--- config.mk ---
export PLATFORM = sky130hd
export DESIGN_NAME = lifo_stack_with_search_flat
export DESIGN_NICKNAME = d
export VERILOG_FILES = /design/src/rtl/lss_pkg.sv /design/src/rtl/lss_if.sv /design/src/rtl/lss_mem.sv /design/src/rtl/lss_ctrl.sv /design/src/rtl/lifo_stack_with_search.sv /design/src/flat_wrapper.sv
export SDC_FILE = /design/constraint.sdc
export NUM_CORES = 2
export LEC_CHECK = 0
export BUFFER_PORTS_ARGS = -buffer_cell sky130_fd_sc_hd__buf_2
export CAP_MARGIN = 30
export CELL_PAD_IN_SITES_DETAIL_PLACEMENT = 0
export CELL_PAD_IN_SITES_GLOBAL_PLACEMENT = 1
export CORE_ASPECT_RATIO = 0.75
export CORE_UTILIZATION = 30
export DETAILED_ROUTE_END_ITERATION = 8
export GPL_TIMING_DRIVEN = 0
export PLACE_DENSITY_LB_ADDON = 0.1
export SLEW_MARGIN = 0
export SYNTH_ARGS = -nofsm -noshare
export SYNTH_HDL_FRONTEND = slang
export SYNTH_SLANG_ARGS = --single-unit
--- constraint.sdc ---
create_clock -name clk -period 7.4 [get_ports clk]
set_input_delay 1.11 -clock clk [delete_from_list [all_inputs] [get_ports clk]]
set_output_delay 1.11 -clock clk [all_outputs]
set_load 0.1 [all_outputs]
--- src/rtl/lss_pkg.sv ---
// Shared types and constants for the LIFO stack with search.
// No dependencies.
`default_nettype none

package lss_pkg;

	localparam int DEPTH_DEF = 64;

	localparam int VAL_W = 32;
	localparam int CNT_W = 7;

	localparam logic [1:0] OP_PUSH   = 2'd0;
	localparam logic [1:0] OP_POP    = 2'd1;
	localparam logic [1:0] OP_PEEK   = 2'd2;
	localparam logic [1:0] OP_SEARCH = 2'd3;

	localparam logic [1:0] ST_OK    = 2'd0;
	localparam logic [1:0] ST_EMPTY = 2'd1;
	localparam logic [1:0] ST_FULL  = 2'd2;

	typedef struct packed {
		logic signed [VAL_W-1:0] top_value;
		logic [1:0]              status;
		logic                    found;
		logic [CNT_W-1:0]        depth_now;
		logic [CNT_W-1:0]        even_count;
		logic [CNT_W-1:0]        odd_count;
		logic                    is_empty;
	} res_t;

endpackage

`default_nettype wire

--- src/rtl/lss_if.sv ---
// Valid/ready channel interfaces for command and result beats.
// Depends on lss_pkg.
`default_nettype none

interface lss_cmd_if;
	logic                            valid;
	logic                            ready;
	logic [1:0]                      op;
	logic signed [lss_pkg::VAL_W-1:0] value;

	modport source (output valid, op, value, input ready);
	modport sink (input valid, op, value, output ready);
endinterface

interface lss_res_if;
	logic                             valid;
	logic                             ready;
	logic signed [lss_pkg::VAL_W-1:0] top_value;
	logic [1:0]                       status;
	logic                             found;
	logic [lss_pkg::CNT_W-1:0]        depth_now;
	logic [lss_pkg::CNT_W-1:0]        even_count;
	logic [lss_pkg::CNT_W-1:0]        odd_count;
	logic                             is_empty;

	modport source (output valid, top_value, status, found, depth_now, even_count,
		odd_count, is_empty, input ready);
	modport sink (input valid, top_value, status, found, depth_now, even_count,
		odd_count, is_empty, output ready);
endinterface

`default_nettype wire

--- src/rtl/lss_mem.sv ---
// Entry store: one write port, one read port, registered read data.
// Depends on lss_pkg.
`default_nettype none

module lss_mem #(
	parameter int DEPTH = lss_pkg::DEPTH_DEF,
	localparam int AW = $clog2(DEPTH)
) (
	input  wire logic                       clk,
	input  wire logic                       we,
	input  wire logic [AW-1:0]              waddr,
	input  wire logic [lss_pkg::VAL_W-1:0]  wdata,
	input  wire logic                       re,
	input  wire logic [AW-1:0]              raddr,
	output      logic [lss_pkg::VAL_W-1:0]  rdata
);

	logic [lss_pkg::VAL_W-1:0] mem [DEPTH];

	always_ff @(posedge clk) begin
		if (we) begin
			mem[waddr] <= wdata;
		end
		if (re) begin
			rdata <= mem[raddr];
		end
	end

endmodule

`default_nettype wire

--- src/rtl/lss_ctrl.sv ---
// Sequencer: push/pop/peek/search against the entry store, depth and parity counts.
// Depends on lss_pkg.
`default_nettype none

module lss_ctrl #(
	parameter int DEPTH = lss_pkg::DEPTH_DEF,
	localparam int AW = $clog2(DEPTH),
	localparam int CW = $clog2(DEPTH + 1)
) (
	input  wire logic                              clk,
	input  wire logic                              arst_n,
	input  wire logic                              accept,
	input  wire logic [1:0]                        op,
	input  wire logic signed [lss_pkg::VAL_W-1:0]  value,
	output      logic                              idle,
	output      logic                              res_valid,
	output      lss_pkg::res_t                     res,
	output      logic                              mem_we,
	output      logic [AW-1:0]                     mem_waddr,
	output      logic [lss_pkg::VAL_W-1:0]         mem_wdata,
	output      logic                              mem_re,
	output      logic [AW-1:0]                     mem_raddr,
	input  wire logic [lss_pkg::VAL_W-1:0]         mem_rdata
);

	typedef enum logic [2:0] {
		S_IDLE = 3'b001,
		S_READ = 3'b010,
		S_SCAN = 3'b100
	} state_t;

	state_t                    state_q, state_d;
	logic [CW-1:0]             count_q, count_d;
	logic [CW-1:0]             even_q, even_d;
	logic [lss_pkg::VAL_W-1:0] key_q, key_d;
	logic [AW-1:0]             addr_q, addr_d;
	logic                      last_q, last_d;
	logic                      pop_q, pop_d;
	logic                      match;
	logic signed [lss_pkg::VAL_W-1:0] r_top;
	logic [1:0]                r_status;
	logic                      r_found;

	assign idle  = (state_q == S_IDLE);
	assign match = (mem_rdata == key_q);

	always_comb begin
		state_d   = state_q;
		count_d   = count_q;
		even_d    = even_q;
		key_d     = key_q;
		addr_d    = addr_q;
		last_d    = last_q;
		pop_d     = pop_q;
		mem_we    = 1'b0;
		mem_waddr = count_q[AW-1:0];
		mem_wdata = value;
		mem_re    = 1'b0;
		mem_raddr = '0;
		res_valid = 1'b0;
		r_top     = '0;
		r_status  = lss_pkg::ST_OK;
		r_found   = 1'b0;
		unique case (state_q)
			S_IDLE: begin
				if (accept) begin
					unique case (op)
						lss_pkg::OP_PUSH: begin
							res_valid = 1'b1;
							if (count_q == CW'(DEPTH)) begin
								r_status = lss_pkg::ST_FULL;
							end else begin
								mem_we  = 1'b1;
								count_d = count_q + CW'(1);
								if (!value[0]) begin
									even_d = even_q + CW'(1);
								end
							end
						end
						lss_pkg::OP_POP, lss_pkg::OP_PEEK: begin
							if (count_q == '0) begin
								res_valid = 1'b1;
								r_status  = lss_pkg::ST_EMPTY;
							end else begin
								mem_re    = 1'b1;
								mem_raddr = AW'(count_q - CW'(1));
								pop_d     = (op == lss_pkg::OP_POP);
								state_d   = S_READ;
							end
						end
						lss_pkg::OP_SEARCH: begin
							if (count_q == '0) begin
								res_valid = 1'b1;
							end else begin
								mem_re    = 1'b1;
								mem_raddr = '0;
								addr_d    = AW'(1);
								last_d    = (count_q == CW'(1));
								key_d     = value;
								state_d   = S_SCAN;
							end
						end
						default: ;
					endcase
				end
			end
			S_READ: begin
				res_valid = 1'b1;
				r_top     = mem_rdata;
				state_d   = S_IDLE;
				if (pop_q) begin
					count_d = count_q - CW'(1);
					if (!mem_rdata[0] && (even_q != '0)) begin
						even_d = even_q - CW'(1);
					end
				end
			end
			S_SCAN: begin
				// data of the previous read is compared; stop on a hit or the last entry
				if (match || last_q) begin
					res_valid = 1'b1;
					r_found   = match;
					state_d   = S_IDLE;
				end else begin
					mem_re    = 1'b1;
					mem_raddr = addr_q;
					addr_d    = addr_q + AW'(1);
					last_d    = (CW'(addr_q) == (count_q - CW'(1)));
				end
			end
			default: begin
				state_d = S_IDLE;
			end
		endcase
	end

	always_comb begin
		res.top_value  = r_top;
		res.status     = r_status;
		res.found      = r_found;
		res.depth_now  = lss_pkg::CNT_W'(count_d);
		res.even_count = lss_pkg::CNT_W'(even_d);
		res.odd_count  = lss_pkg::CNT_W'(count_d - even_d);
		res.is_empty   = (count_d == '0);
	end

	always_ff @(posedge clk or negedge arst_n) begin
		if (!arst_n) begin
			state_q <= S_IDLE;
			count_q <= '0;
			even_q  <= '0;
			last_q  <= 1'b0;
			pop_q   <= 1'b0;
		end else begin
			state_q <= state_d;
			count_q <= count_d;
			even_q  <= even_d;
			last_q  <= last_d;
			pop_q   <= pop_d;
		end
	end

	always_ff @(posedge clk) begin
		key_q  <= key_d;
		addr_q <= addr_d;
	end

endmodule

`default_nettype wire

--- src/rtl/lifo_stack_with_search.sv ---
// LIFO stack with search: top level; uses lss_pkg, lss_if, lss_mem, lss_ctrl.
// Command beat to result register: push or any rejected op writes the result
// register directly; pop/peek take one read of the entry store; search reads
// entries from the bottom up to the first hit, or the whole depth if none.
// One beat in flight: a new command is taken only once the last one has finished.
// Reset: arst_n clears depth, even count, sequencer and result valid; entries are not cleared.
`default_nettype none

module lifo_stack_with_search #(
	parameter int DEPTH = lss_pkg::DEPTH_DEF
) (
	input  wire logic  clk,
	input  wire logic  arst_n,
	lss_cmd_if.sink    cmd,
	lss_res_if.source  res
);

	localparam int AW = $clog2(DEPTH);

	logic                      accept;
	logic                      ctrl_idle;
	logic                      res_valid;
	lss_pkg::res_t             res_d;
	lss_pkg::res_t             res_q;
	logic                      valid_q;

	logic                      mem_we;
	logic [AW-1:0]             mem_waddr;
	logic [lss_pkg::VAL_W-1:0] mem_wdata;
	logic                      mem_re;
	logic [AW-1:0]             mem_raddr;
	logic [lss_pkg::VAL_W-1:0] mem_rdata;

	// Take a new command only with the sequencer idle and the result register
	// free by the next edge. Every op finishes into a free register, since the
	// only beat that could fill it is the one in flight.
	assign cmd.ready = ctrl_idle && (!valid_q || res.ready);
	assign accept    = cmd.valid && cmd.ready;

	lss_ctrl #(
		.DEPTH (DEPTH)
	) u_ctrl (
		.clk       (clk),
		.arst_n    (arst_n),
		.accept    (accept),
		.op        (cmd.op),
		.value     (cmd.value),
		.idle      (ctrl_idle),
		.res_valid (res_valid),
		.res       (res_d),
		.mem_we    (mem_we),
		.mem_waddr (mem_waddr),
		.mem_wdata (mem_wdata),
		.mem_re    (mem_re),
		.mem_raddr (mem_raddr),
		.mem_rdata (mem_rdata)
	);

	// Entry store. Reads and writes never target the same entry in one cycle:
	// the sequencer runs one op at a time, and a pop after a push reads on a
	// later edge than the write.
	lss_mem #(
		.DEPTH (DEPTH)
	) u_mem (
		.clk   (clk),
		.we    (mem_we),
		.waddr (mem_waddr),
		.wdata (mem_wdata),
		.re    (mem_re),
		.raddr (mem_raddr),
		.rdata (mem_rdata)
	);

	// Result register: holds a finished beat until the sink takes it.
	always_ff @(posedge clk or negedge arst_n) begin
		if (!arst_n) begin
			valid_q <= 1'b0;
		end else if (res_valid) begin
			valid_q <= 1'b1;
		end else if (res.ready) begin
			valid_q <= 1'b0;
		end
	end

	always_ff @(posedge clk) begin
		if (res_valid) begin
			res_q <= res_d;
		end
	end

	assign res.valid      = valid_q;
	assign res.top_value  = res_q.top_value;
	assign res.status     = res_q.status;
	assign res.found      = res_q.found;
	assign res.depth_now  = res_q.depth_now;
	assign res.even_count = res_q.even_count;
	assign res.odd_count  = res_q.odd_count;
	assign res.is_empty   = res_q.is_empty;

endmodule

`default_nettype wire

--- src/flat_wrapper.sv ---
// flat-port wrapper written by rule: the top's interface ports become plain ports
module lifo_stack_with_search_flat 
#(
	parameter int DEPTH = lss_pkg::DEPTH_DEF
)
  (clk, arst_n, cmd_valid, cmd_op, cmd_value, cmd_ready, res_valid, res_top_value, res_status, res_found, res_depth_now, res_even_count, res_odd_count, res_is_empty, res_ready);
  lss_cmd_if cmd_i ();
  lss_res_if res_i ();
  input  wire logic clk;
  input  wire logic arst_n;
  input wire logic [$bits(cmd_i.valid)-1:0] cmd_valid;
  input wire logic [$bits(cmd_i.op)-1:0] cmd_op;
  input wire logic [$bits(cmd_i.value)-1:0] cmd_value;
  output wire logic [$bits(cmd_i.ready)-1:0] cmd_ready;
  output wire logic [$bits(res_i.valid)-1:0] res_valid;
  output wire logic [$bits(res_i.top_value)-1:0] res_top_value;
  output wire logic [$bits(res_i.status)-1:0] res_status;
  output wire logic [$bits(res_i.found)-1:0] res_found;
  output wire logic [$bits(res_i.depth_now)-1:0] res_depth_now;
  output wire logic [$bits(res_i.even_count)-1:0] res_even_count;
  output wire logic [$bits(res_i.odd_count)-1:0] res_odd_count;
  output wire logic [$bits(res_i.is_empty)-1:0] res_is_empty;
  input wire logic [$bits(res_i.ready)-1:0] res_ready;
  assign cmd_i.valid = cmd_valid;
  assign cmd_i.op = cmd_op;
  assign cmd_i.value = cmd_value;
  assign cmd_ready = cmd_i.ready;
  assign res_valid = res_i.valid;
  assign res_top_value = res_i.top_value;
  assign res_status = res_i.status;
  assign res_found = res_i.found;
  assign res_depth_now = res_i.depth_now;
  assign res_even_count = res_i.even_count;
  assign res_odd_count = res_i.odd_count;
  assign res_is_empty = res_i.is_empty;
  assign res_i.ready = res_ready;
  lifo_stack_with_search #(.DEPTH(DEPTH)) u_core (.clk(clk), .arst_n(arst_n), .cmd(cmd_i), .res(res_i));
endmodule
==> metrics.txt <==
number of detailed-routing iterations run before antenna repair=7; number of warnings printed during yosys synthesis=0; antenna-violating nets left=0; Max Clock Skew=around 43 ps; number of buffers created by CTS=~230; largest net degree at the start of global routing=66; vias=about 61k; setup repair after global routing missed its margin=no; Core Util, Final=0.364; setup tns final=-10.8 ps; synthesized netlist cell count=roughly 6.1k; number of global-route vias before repair=between 50k and 60k; synth-to-layout area growth=20.3%; cell area after placement=roughly 0.096 mm^2; Max IR drop VDD=0.193 mV; clock slew seen by the registers of the worst setup and hold paths=around 60 ps; clock sink count=approximately 2.2k; area of the die=about 0.29 mm^2; Buf/Inv on CP=8; leading cell types by total area after synthesis=edfxtp_1, nand2_1, nand3_1; Tightest Pin Transition=1280 ps; mean area per synthesized cell=between 10 and 15 um^2; area of the core region=between 0.2 and 0.3 mm^2; PnR Total Power=around 35 mW; share of the synthesized area in the top cell type=0.760; result of the run=finished, violations left; worst slew margin relative to its limit=0.149; layout net count=approximately 6.8k; proportion of layout cells with a drive suffix above 1=0.130; pre-CTS WS=around 250 ps; most common cell after layout, fill and taps aside=edfxtp_1; post-CTS setup buffer count=0; EDFF count, synth=2175; Clk Latency, worst-skew pair=930 ps; CP max FO=10; Synth Cell Area=between 0.08 and 0.09 mm^2; overall die height=about 470 um; die extent in x=between 600 and 700 um; fraction of registers with async set/reset=0.00911; DRC violation total after the first TritonRoute iteration=~11k; Worst Path Required=8010 ps; post-synthesis cell type count=70; design area=around 0.10 mm^2; global-route wire length before repair=~550000 um; post-layout minimum cycle time=between 7000 and 8000 ps; CP max-delay cell=a221oi_1; fin worst setup slack=-10.8 ps; pwr dens=~340 mW/mm^2; Static Leakage=34.3 nW; Port Buffer Count=between 90 and 100; Mapped Nets=approximately 6k; Worst Path Arrival=about 8000 ps; category of the worst setup path launch point=flop; number of buffers added to fix hold violations after cts=0; most used cells in the layout excluding fill and tap cells=edfxtp_1, nand2_1, nand3_1; Hold Vio Cnt, Final=0; standard-cell rows=~170; PostCTS Resize Cnt=0; filler-free cell count of the finished design=roughly 11k; flip-flop cell with the highest count after synthesis=edfxtp_1; master cell of the clock root buffer=clkbuf_16; CTS tree=yes; achievable frequency=around 0.13 GHz; ports placed on the boundary=slightly below 100; detailed-route vias per instance=around 5.7; flops & latches, synth=about 2.2k; dominant cell type by area after synthesis=edfxtp_1; share of the clock period used by the worst path=1.00; Crit path max-delay family=buffers and inverters; starting utilization of the core area=0.303; pins over their slew limit=0; drt drc=0; Routability Congestion=between 0.9 and 1; wire length per cell=between 40 and 50 um; total congestion overflow after global routing=0; estimated wirelength of the detail-placed design=about 310000 um; Placed Cells=just over 10k; CTS max path bufs=4; kind of end point of the critical path=flop; Setup-failing EPs final=1; share of synthesized area occupied by flip-flops and latches=0.766; H-tree depth=4; critical path start-end classification=flop to flop; overall routing resource usage=0.291; max_cap viols=0; worst stage delay on the critical path=about 1200 ps; violated checks=setup timing; Hold Path Class=primary input to async pin; sequence of cells on the critical path=inv_1 -> ha_1 -> buf_4 -> or3b_1 -> or4_1 -> buf_2 -> and3_1 -> buf_2 -> nand2_1 -> nand2_1 -> clkbuf_1 -> clkbuf_1 -> buf_8 -> clkbuf_1 -> nand2_1 -> nand3_1 -> nand4_1 -> a221oi_1 -> a31o_1; initial antenna violation count=between 70 and 80; filler cell count in the final layout=between 20k and 30k; total wire length=429000 um; Post-Route Hold Slack=168 ps
==> area by class of cell <==
| type | instances | area [um^2] | area share |
|---|---|---|---|
| timing repair buffer | 342 | 5260 | 0.0509 |
| buffer | 392 | 1820 | 0.0176 |
| tap | 3762 | 4710 | 0.0455 |
| antenna | 31 | 77.6 | 0.000750 |
| sequential | 2195 | 65800 | 0.637 |
| inverter | 16 | 60.1 | 0.000581 |
| multi-input combinational | 3521 | 18800 | 0.182 |
| clock buffer | 286 | 6010 | 0.0581 |
| clock inverter | 117 | 826 | 0.00799 |
==> sequential cells by signal (all words and copies together), names as in the netlist, 2 cells and up <==
signal	cells
u_core.res.status	2
u_core.u_mem.mem	2048
u_core.res.even_count	7
u_core.res.top_value	32
u_core.u_ctrl.addr_q	6
u_core.u_ctrl.key_q	32
u_core.u_ctrl.count_q	7
u_core.res.odd_count	7
u_core.u_mem.rdata	32
u_core.res.depth_now	7
u_core.u_ctrl.even_q	7
u_core.u_ctrl.state_q	3
==> worst paths after layout <==
kind	depth (start not counted)	end	startpoint	slack (ps)
max	19	u_core.u_mem.rdata[29]	u_core.u_ctrl.count_q[0]	-10
min	1	u_core.res.valid	arst_n	170
min reg2reg	2	u_core.res.valid	u_core.res.valid	560
max in group asynchronous	1	u_core.u_ctrl.state_q[0]	arst_n	6840
min in group clk	1	u_core.u_mem.mem[25][8]	cmd_value[8]	500
max reg2reg	19	u_core.u_mem.rdata[29]	u_core.u_ctrl.count_q[0]	-10
==> synth_stat cells (76+ instances only) <==
cell and number:
mux2i_1 150, a31oi_1 166, a21oi_1 315, and3_1 76, clkbuf_1 204, buf_2 129
nor2_1 109, nand2_1 1548, a32oi_1 81, nand3_1 598, edfxtp_1 2175, nand4_1 107
==> cell families (layout without fill, tap and decap cells) <==
kind of cell,Yosys count,in the layout,synth area share
AOI/OAI and AO/OA,797,797,0.0607
DFF,2195,2195,0.766
other,0,31,0
xor gates and xnor gates,59,59,0.00601
and+or+nand+nor,2497,2497,0.126
buffers and inverters,409,1153,0.0217
muxes,151,151,0.0176
adders and majority gates,17,17,0.00256
==> layer usage <==
layer	up-vias	track usage	share of wire
li1	24200	-	-
met1	31800	0.436	0.44
met2	3930	0.399	0.40
met5	-	0	0.00064
met3	652	0.0848	0.12
met4	20	0.0942	0.037
==> report_power, final <==
group | internal, mW | total, mW | switching [mW]
clock | 6.11 | 11.2 | 5.05
combinational | 2.05 | 9.83 | 7.79
sequential | 14.0 | 14.2 | 0.155
Power figures use the tool's default switching activity.
